$ cat src/rtl/crt_pkg.sv
// content registry table: shared constants and types
// no dependencies
package crt_pkg;

  localparam int MAX_ENTRIES = 8;
  localparam int NAME_BYTES  = 8;

  localparam logic [1:0] CMD_REGISTER   = 2'd0;
  localparam logic [1:0] CMD_LIST       = 2'd1;
  localparam logic [1:0] CMD_DEREGISTER = 2'd2;
  localparam logic [1:0] CMD_SEARCH     = 2'd3;

  localparam logic [2:0] ST_OK         = 3'd0;
  localparam logic [2:0] ST_EXISTS     = 3'd1;
  localparam logic [2:0] ST_FULL       = 3'd2;
  localparam logic [2:0] ST_NOT_FOUND  = 3'd3;
  localparam logic [2:0] ST_NO_CONTENT = 3'd4;

  typedef struct packed {
    logic [63:0] owner;
    logic [63:0] item;
    logic [31:0] addr;
    logic [15:0] port;
  } entry_t;

endpackage

$ cat src/rtl/crt_cell.sv
// content registry table: one storage cell of the rotating chain
// depends on crt_pkg
module crt_cell (
  input  logic            clk,
  input  logic            shift,
  input  logic            load,
  input  crt_pkg::entry_t load_entry,
  input  crt_pkg::entry_t prev_entry,
  output crt_pkg::entry_t entry
);

  always_ff @(posedge clk) begin
    if (load) begin
      entry <= load_entry;
    end else if (shift) begin
      entry <= prev_entry;
    end
  end

endmodule

$ cat src/rtl/content_registry_table.sv
// content registry table: top level with sequencer and cell chain
// depends on crt_pkg and crt_cell
//
// Entries sit in a chain of MAX_ENTRIES cells that closes into a ring. While a
// command runs, the ring turns one place per cycle and the sequencer compares
// only the entry in the head cell. Register, deregister and search each pass
// through an accept state, a full turn of the ring and a settle state. The
// result word is registered in the settle state, and the next command can be
// taken in the cycle after the result leaves. A list over n entries turns the
// ring once per entry, and each result word before the last passes through its
// own output state. A list gives one word per distinct content name, or one
// no-content word when the table is empty; every other command gives one word.
// Input stays stalled while a command runs and while its result words wait.
// Deregister shifts the later entries down one cell in the settle state.
module content_registry_table #(
  parameter int MAX_ENTRIES = crt_pkg::MAX_ENTRIES,
  parameter int NAME_BYTES  = crt_pkg::NAME_BYTES
) (
  input  logic        clk,
  input  logic        rst,
  input  logic        in_valid,
  output logic        in_stall,
  input  logic [1:0]  cmd,
  input  logic [63:0] peer_name,
  input  logic [63:0] content_name,
  input  logic [31:0] peer_address,
  input  logic [15:0] peer_port,
  output logic        out_valid,
  input  logic        out_stall,
  output logic [2:0]  status,
  output logic [31:0] found_address,
  output logic [15:0] found_port,
  output logic [63:0] listed_name,
  output logic        last
);

  localparam int IW = $clog2(MAX_ENTRIES);
  localparam int CW = $clog2(MAX_ENTRIES + 1);
  localparam logic [63:0] NAME_MASK = {64{1'b1}} >> (64 - 8 * NAME_BYTES);

  localparam logic [2:0] S_IDLE  = 3'd0;
  localparam logic [2:0] S_SCAN  = 3'd1;
  localparam logic [2:0] S_FIN   = 3'd2;
  localparam logic [2:0] S_OUT   = 3'd3;
  localparam logic [2:0] S_LIST  = 3'd4;
  localparam logic [2:0] S_LDEC  = 3'd5;
  localparam logic [2:0] S_LNEXT = 3'd6;
  localparam logic [2:0] S_LOUT  = 3'd7;

  logic [2:0]    state;
  logic [CW-1:0] count;
  logic [IW-1:0] step;
  logic [CW-1:0] step_c;
  logic [1:0]    op;
  logic [63:0]   key_peer;
  logic [63:0]   key_item;
  logic [31:0]   key_addr;
  logic [15:0]   key_port;
  logic          hit;
  logic [IW-1:0] hit_pos;
  logic [31:0]   hit_addr;
  logic [15:0]   hit_port;
  logic [CW-1:0] outer;
  logic          seen;
  logic [63:0]   cand;
  logic [63:0]   next_cand;
  logic          have_pend;
  logic [63:0]   pend_name;

  crt_pkg::entry_t cells [MAX_ENTRIES];
  crt_pkg::entry_t head;
  crt_pkg::entry_t new_entry;
  logic            rot;
  logic            ins;
  logic            drop;
  logic            last_step;
  logic            in_range;

  assign head = cells[0];
  assign new_entry = '{owner: key_peer, item: key_item, addr: key_addr, port: key_port};

  // ring: cell i takes from cell i+1, tail takes from head
  for (genvar g = 0; g < MAX_ENTRIES; g++) begin : g_cell
    crt_cell u_cell (
      .clk        (clk),
      .shift      (rot || (drop && (hit_pos <= IW'(g)))),
      .load       (ins && (count == CW'(g))),
      .load_entry (new_entry),
      .prev_entry (cells[(g + 1) % MAX_ENTRIES]),
      .entry      (cells[g])
    );
  end

  assign step_c    = CW'(step);
  assign last_step = (step == IW'(MAX_ENTRIES - 1));
  assign in_range  = step_c < count;
  assign in_stall  = (state != S_IDLE);
  assign rot       = (state == S_SCAN) || (state == S_LIST);
  assign ins       = (state == S_FIN) && (op == crt_pkg::CMD_REGISTER) && !hit &&
                     (count != CW'(MAX_ENTRIES));
  assign drop      = (state == S_FIN) && (op == crt_pkg::CMD_DEREGISTER) && hit;

  always_ff @(posedge clk) begin
    if (rst) begin
      state     <= S_IDLE;
      count     <= '0;
      out_valid <= 1'b0;
    end else begin
      case (state)
        S_IDLE: begin
          if (in_valid) begin
            op       <= cmd;
            key_peer <= peer_name & NAME_MASK;
            key_item <= content_name & NAME_MASK;
            key_addr <= peer_address;
            key_port <= peer_port;
            hit      <= 1'b0;
            step     <= '0;
            if (cmd == crt_pkg::CMD_LIST) begin
              if (count == '0) begin
                status        <= crt_pkg::ST_NO_CONTENT;
                found_address <= '0;
                found_port    <= '0;
                listed_name   <= '0;
                last          <= 1'b1;
                out_valid     <= 1'b1;
                state         <= S_OUT;
              end else begin
                outer     <= '0;
                seen      <= 1'b0;
                have_pend <= 1'b0;
                cand      <= head.item;
                state     <= S_LIST;
              end
            end else begin
              state <= S_SCAN;
            end
          end
        end
        S_SCAN: begin
          if (in_range) begin
            if (op == crt_pkg::CMD_SEARCH) begin
              if (head.item == key_item) begin
                hit      <= 1'b1;
                hit_addr <= head.addr;
                hit_port <= head.port;
              end
            end else if (head.owner == key_peer) begin
              hit     <= 1'b1;
              hit_pos <= step;
            end
          end
          step <= last_step ? '0 : step + 1'b1;
          if (last_step) begin
            state <= S_FIN;
          end
        end
        S_FIN: begin
          found_address <= (op == crt_pkg::CMD_SEARCH && hit) ? hit_addr : '0;
          found_port    <= (op == crt_pkg::CMD_SEARCH && hit) ? hit_port : '0;
          listed_name   <= '0;
          last          <= 1'b1;
          out_valid     <= 1'b1;
          state         <= S_OUT;
          case (op)
            crt_pkg::CMD_REGISTER: begin
              if (hit) begin
                status <= crt_pkg::ST_EXISTS;
              end else if (count == CW'(MAX_ENTRIES)) begin
                status <= crt_pkg::ST_FULL;
              end else begin
                status <= crt_pkg::ST_OK;
                count  <= count + 1'b1;
              end
            end
            crt_pkg::CMD_DEREGISTER: begin
              if (hit) begin
                status <= crt_pkg::ST_OK;
                count  <= count - 1'b1;
              end else begin
                status <= crt_pkg::ST_NOT_FOUND;
              end
            end
            crt_pkg::CMD_SEARCH: begin
              status <= hit ? crt_pkg::ST_OK : crt_pkg::ST_NOT_FOUND;
            end
            default: status <= crt_pkg::ST_NOT_FOUND;
          endcase
        end
        S_OUT: begin
          if (!out_stall) begin
            out_valid <= 1'b0;
            state     <= S_IDLE;
          end
        end
        S_LIST: begin
          // candidate against every earlier entry, next candidate picked up on the way
          if (step_c < outer && head.item == cand) begin
            seen <= 1'b1;
          end
          if (step_c == outer + 1'b1) begin
            next_cand <= head.item;
          end
          step <= last_step ? '0 : step + 1'b1;
          if (last_step) begin
            state <= S_LDEC;
          end
        end
        S_LDEC: begin
          if (!seen && have_pend) begin
            status        <= crt_pkg::ST_OK;
            found_address <= '0;
            found_port    <= '0;
            listed_name   <= pend_name;
            last          <= 1'b0;
            out_valid     <= 1'b1;
            pend_name     <= cand;
            state         <= S_LOUT;
          end else begin
            if (!seen) begin
              pend_name <= cand;
              have_pend <= 1'b1;
            end
            state <= S_LNEXT;
          end
        end
        S_LOUT: begin
          if (!out_stall) begin
            out_valid <= 1'b0;
            state     <= S_LNEXT;
          end
        end
        S_LNEXT: begin
          if (outer + 1'b1 >= count) begin
            status        <= crt_pkg::ST_OK;
            found_address <= '0;
            found_port    <= '0;
            listed_name   <= pend_name;
            last          <= 1'b1;
            out_valid     <= 1'b1;
            state         <= S_OUT;
          end else begin
            outer <= outer + 1'b1;
            cand  <= next_cand;
            seen  <= 1'b0;
            state <= S_LIST;
          end
        end
        default: state <= S_IDLE;
      endcase
    end
  end

  a_count_range: assert property (@(posedge clk) disable iff (rst)
    count <= CW'(MAX_ENTRIES));

  a_out_hold: assert property (@(posedge clk) disable iff (rst)
    out_valid && out_stall |=> out_valid && $stable(status) && $stable(found_address) &&
      $stable(found_port) && $stable(listed_name) && $stable(last));

  a_busy_stall: assert property (@(posedge clk) disable iff (rst)
    out_valid |-> in_stall);

  a_status_code: assert property (@(posedge clk) disable iff (rst)
    out_valid |-> status <= crt_pkg::ST_NO_CONTENT);

endmodule

$ cat config.mk
export PLATFORM = sky130hd
export DESIGN_NAME = content_registry_table
export DESIGN_NICKNAME = d
export VERILOG_FILES = /design/src/rtl/crt_pkg.sv /design/src/rtl/crt_cell.sv /design/src/rtl/content_registry_table.sv
export SDC_FILE = /design/constraint.sdc
export NUM_CORES = 2
export LEC_CHECK = 0
export BUFFER_PORTS_ARGS = -buffer_cell sky130_fd_sc_hd__buf_4
export CAP_MARGIN = 40
export CORE_ASPECT_RATIO = 2
export CORE_MARGIN = 5
export CORE_UTILIZATION = 56
export CTS_CLUSTER_DIAMETER = 50
export DETAILED_ROUTE_END_ITERATION = 8
export HOLD_SLACK_MARGIN = 0.03
export PLACE_DENSITY = 0.87
export SETUP_SLACK_MARGIN = 0.02
export SLEW_MARGIN = 20
export SYNTH_ARGS = -nofsm -noshare
export SYNTH_HDL_FRONTEND = slang
export SYNTH_SLANG_ARGS = --single-unit
$ cat constraint.sdc
create_clock -name clk -period 23.6 [get_ports clk]
set_input_delay 2.36 -clock clk [delete_from_list [all_inputs] [get_ports clk]]
set_output_delay 2.36 -clock clk [all_outputs]
set_load 0.1 [all_outputs]
-- Word-level counts from Yosys, hierarchy flattened
Cells that the tools add are included.
W data, S select, Z words.
- flip-flop bits (word level): 1963
- bits of input ports: 182
- output and inout port bits: 118
- logic and storage cells: 290
- add/subtract/negate cells: 4
- magnitude comparators: 11
- equality and inequality tests: 46
- mux-type cells: 99
- bitwise logic cells: 2
- reduce and logical (&&, ||, !) cells: 72
- operator list (operator ; number):
    $mux W176 ; 16
    $mux W64 ; 11
    $pmux W64 S4 ; 1
    $eq A64 B64 Y1 ; 3
    $mux W32 ; 6
    $pmux W32 S4 ; 1
    $pmux W64 S2 ; 1
    $mux W16 ; 6
    $pmux W16 S4 ; 1
    $mux W3 ; 15
    $ne A2 B2 Y1 const B ; 18
    $mux W4 ; 7
    $reduce_and A7 Y1 ; 4
    $reduce_bool A2 Y1 ; 13
    $logic_and A1 B1 Y1 ; 24
    $pmux W3 S8 ; 1
    $mux W1 ; 20
    $reduce_and A5 Y1 ; 4
    $eq A4 B3 Y1 const B ; 4
    $pmux W4 S2 ; 2
    $eq A3 B3 Y1 const B ; 5
    $le A3 B3 Y1 const B ; 4
    $pmux W3 S2 ; 2
    $pmux W3 S4 ; 1
    other kinds (36) ; 64

-- Logic depth before layout (Yosys ltp)
- word-level depth: 7
- gate-level depth with buffers: 9
- depth with buffers taken out: 9

-- Hierarchy
A second synthesis with hierarchy kept.
- cell total of the unflattened synthesis: 4174
- area total of the unflattened synthesis: 84982.8 sq um
- modules (own cells, without submodules) (module ; times used ; cells an instance ; area each (sq um) ; sequential area each (sq um)):
    crt_cell ; 8 ; 373 ; 7957.6 ; 5285.1
    content_registry_table ; 1 ; 1190 ; 21321.7 ; 16585.9

-- Worst setup path before layout
Ideal clock, no wire load.
- path kind: reg-to-reg
- start point: register state[2]
- end point: register g_cell[1].u_cell.entry[0] in the netlist's numbering, enable pin
- setup time: 1310 ps
- data arrival time: 20954 ps
- required time: 22290 ps
- path slack: 1335 ps
- stages on the path, launching flop included: 5
- buffers on the path: 1
- clock period less this slack: 22265 ps
- cells stage by stage: dfxtp_1 > buf_2 > nor3_4 > nand4_1 > o311ai_0
- longest elaborated chain between the ends: 6
- elaborated cells on any way between the ends: 13
- classes of those cells: eq/ne (3); reduce/logical (10)
- ends and longest elaborated chain (what ; line ; source):
    start, declared ; content_registry_table.sv:50 ; logic [2:0] state;
    start signal, assigned ; content_registry_table.sv:105 ; state <= S_IDLE;
    start signal, assigned ; content_registry_table.sv:127 ; state <= S_OUT;
    start signal, assigned ; content_registry_table.sv:133 ; state <= S_LIST;
    $eq A3 B2 Y1 ; content_registry_table.sv:99, content_registry_table.sv:101 ;
    $logic_and A1 B1 Y1 (on tied branches) (2 in series) ; content_registry_table.sv:99, content_registry_table.sv:101 ;
    $logic_and A1 B1 Y1 (on tied branches) ; content_registry_table.sv:99, content_registry_table.sv:86 ;
    $logic_and A1 B1 Y1 / $logic_or A1 B1 Y1 (equally long branches) ; content_registry_table.sv:87, content_registry_table.sv:86 ;
    $reduce_bool A2 Y1 (no source line) * ; n/a ;
    end signal, assigned ; crt_cell.sv:14 ; entry <= load_entry;
    end signal, assigned ; crt_cell.sv:16 ; entry <= prev_entry;
    end, declared ; crt_cell.sv:9 ; output crt_pkg::entry_t entry
Every way passes the cells marked *; elsewhere a longest branch is shown, timed or not.
A chain may end at the register's enable or synchronous reset.

-- Worst setup path in the final report
- start point: register state[1]
- end point: register g_cell[4].u_cell.entry[60] in the netlist's numbering, enable pin
- longest elaborated chain between the ends: 6
- elaborated cells on any way between the ends: 13
- classes of those cells: eq/ne (3); reduce/logical (10)
- ends and longest elaborated chain (what ; line):
    $eq A3 B2 Y1 ; content_registry_table.sv:99, content_registry_table.sv:101
    $logic_and A1 B1 Y1 (on tied branches) (2 in series) ; content_registry_table.sv:99, content_registry_table.sv:101
    $logic_and A1 B1 Y1 (on tied branches) ; content_registry_table.sv:99, content_registry_table.sv:86
    $logic_and A1 B1 Y1 / $logic_or A1 B1 Y1 (equally long branches) ; content_registry_table.sv:87, content_registry_table.sv:86
    $reduce_bool A2 Y1 (no source line) * ; n/a
    end signal, assigned ; crt_cell.sv:14
    end signal, assigned ; crt_cell.sv:16
    end, declared ; crt_cell.sv:9
Marked as above.

==> run metrics <==
status=completed; largest net degree at the start of global routing=156; total number of yosys warnings=0; Fin Clk Skew=0.0323 ns; minimum clock period=5.06 ns; Die Ht=547 microns; fill count=9,294; Critical Path RT=24.06 ns; commonest non-fill, non-tap cell in the layout=edfxtp_1; initial antenna violation count=5; Critical Path AT=5.52 ns; Power Dens Cells=92.0 nW/um^2; Final Hold Fails=0; FFs w/ async S/R, synth=0; share of cells above drive strength 1=0.446; hold buffer count at cts=0; actual slew at the worst max-slew pin=1.26 ns; fin crit share=0.214; post-route setup slack=18.54 ns; setup_tns=0 ns; first-pass GRT wire length=274,000 microns; I/O pins=300; Site Rows=197; IO Port Bufs=299; Starting Density=0.561; Synth Register Bits=1,963; hold path cells=0; Design Power=8340 uW; Seq. cell area=58,900 sq um; Antenna Nets Post-Route=0; Hold Crit Class=flip-flop to flip-flop; Setup WS pre-CTS=18.43 ns; DR vias=40.2k; Die W=278 microns; CTS tree=yes; final net count=4,714; clock buffer count from CTS=163; Worst setup SP type=flip-flop; area delta synth->final=12.4%; Post-route DRC=0; syn avg cell area=18.8 sq um; final WL=184,000 microns; die area=152,000 sq um; CP dominant cell by count=buf_4; post-synthesis mux area share=0.206; Hold Path Sink=hit_addr[3]; worst-path maximum fanout=43; Max-cap violations=0; slowest cell on the critical path=nor3_2; Mapped Cells=4,290; Final GP Congestion=0.868; Tot GR Track Use=0.238; Bufs and invs on worst path=6; Setup crit end kind=flip-flop; Inst Count DP=6,235; area of the multi-input gates=20,600 sq um; drt first pass iters=7; main combinational cell family by area after synthesis=multiplexers; dpl hpwl=106,000 microns; Avg WL per Cell=28.2 microns; CTS H-tree lvls=4; Skew-Pair Late Insertion Delay=0.80 ns; core box area=144,000 sq um; number of flops mapped to enable cells by yosys=1,955; Worst Reg-to-Reg Cells=11; clk root buf=clkbuf_16; RSZ-0062 raised after global routing=no; relative slew slack=0.158; worst vdd ir=0.118 mV; initial drt markers=4,061; setup repair bufs after CTS=0; final setup vio count=0; Net Count, Synth=4,488; Adder-Cell Fraction of Synth Area=0.00248; vias in the first global route=42.4k; clock sinks=1,963; post-synthesis cell area=80,600 sq um; Area after DPL=85,000 sq um; most common flop cell mapped by yosys=edfxtp_1; Max clock buf depth=3; clk slew on worst S/H paths=0.07 ns; reg2reg start=state[1]; hold_sp=g_cell[0].u_cell.entry[19]; commonest cells after routing, fill and taps aside=edfxtp_1 (1,955), mux2_2 (1,432), buf_4 (331); Crit Path Category=flip-flop to flip-flop; LEAKAGE=0.0307 uW; Crit path max-delay family=buffers and inverters; FF-to-FF End=g_cell[4].u_cell.entry[60]; grt ovf=0; post-route design area=90,600 sq um; r2r setup slk=18.54 ns; Synth Area in Compound Gates=0.00396; Non-Filler Instances=6,540; Via density=6.15; Critical Path Max Stage Delay=0.60 ns; Yosys cell types=43; crit-path cells=inv_2 > nor3_4 > nand2_1 > nor3_2 > nand2_4 > o311ai_2 > buf_4 > buf_4 > buf_16 > buf_4 > buf_16; post-synthesis simple-gate area fraction=0.0196; post-synth top area share=0.728; Slew Limit Fails=0; largest cells by area after synthesis=edfxtp_1 (73%), mux2_2 (20%), xnor2_1 (1.7%), and2_1 (0.88%), buf_2 (0.73%); Synth Area in XOR/XNOR=0.0216; post-cts repair resize count=0; Achievable Freq=198 MHz; largest area contributor in the netlist=edfxtp_1; post-synthesis sequential area ratio=0.730
## power by group
part           switching (uW)  total, uW  internal, uW
sequential                197       4620          4420
clock                    1260       2820          1560
combinational             547        895           348
total                    2010       8340          6330
## state kept, by name (all words and copies together) (netlist names), 64 cells and up
name and count:
key_peer 64, g_cell.u_cell.entry 1408, listed_name 64, key_item 64, pend_name 64, next_cand 64
cand 64
## layout make-up
class,instances,share of cell area
tap,1890,0.0261
multi-input combinational,2008,0.228
timing repair buffer,367,0.0357
inverter,13,0.000538
clock buffer,190,0.0471
antenna,2,0.0000552
sequential,1963,0.649
clock inverter,107,0.0135
## cells by family (layout without fill, tap and decap cells)
| logic type | Yosys count | after routing |
|---|---|---|
| fa+ha+maj | 16 | 16 |
| xor+xnor | 199 | 199 |
| compound gates | 51 | 51 |
| simple gates | 269 | 269 |
| mux | 1473 | 1473 |
| flops | 1963 | 1963 |
| buf+inv | 319 | 677 |
| other cells | 0 | 2 |
## cells in the mapped netlist (11+ instances only)
| cell | number |
|---|---|
| nand4_1 | 42 |
| inv_1 | 12 |
| edfxtp_1 | 1955 |
| ha_1 | 16 |
| buf_1 | 83 |
| mux2_1 | 40 |
| nor4_1 | 17 |
| nand2_1 | 22 |
| o21ai_0 | 11 |
| buf_2 | 118 |
| and2_1 | 114 |
| xnor2_1 | 157 |
| mux2_2 | 1432 |
| nor2_1 | 20 |
| a21oi_1 | 16 |
| xor2_1 | 42 |
| nand3_1 | 15 |
| clkbuf_1 | 104 |
## worst register-to-register path: stages (launching register included)
cell,delay [ns]
dfxtp_1,0.53
inv_2,0.14
nor3_4,0.29
nand2_1,0.18
nor3_2,0.60
nand2_4,0.51
o311ai_2,0.23
buf_4,0.58
buf_4,0.57
buf_16,0.31
buf_4,0.42
buf_16,0.33
## routing by layer
layer | GRT usage | vias to the layer above | share of wire
met1 | 0.302 | 20800 | 0.37
li1 | - | 17000 | -
met3 | 0.0379 | 366 | 0.077
met5 | 0 | - | 0.00011
met2 | 0.413 | 2020 | 0.51
met4 | 0.0955 | 4 | 0.040
## stage by stage
stage          hold WS (ns)   util
2_1_floorplan         0.420      -
3_3_place_gp          0.425  0.589
3_5_place_dp          0.440  0.592
4_1_cts               0.451  0.630
5_1_grt               0.460  0.631
6_report              0.450  0.631
## how the worst max path moves through the flow
stage / cells past startpoint / from / slack, ns / end
floorplan: 4 / state[2] / 1.34 / g_cell[1].u_cell.entry[0]
global placement: 9 / cmd[1] / 18.36 / listed_name[39]
detailed placement: 9 / cmd[1] / 18.43 / listed_name[10]
CTS: 10 / state[2] / 18.64 / g_cell[4].u_cell.entry[137]
global route: 11 / state[1] / 18.42 / g_cell[4].u_cell.entry[60]
finish: 11 / state[1] / 18.54 / g_cell[4].u_cell.entry[60]
No activity file was read; power rests on OpenSTA's default activity.
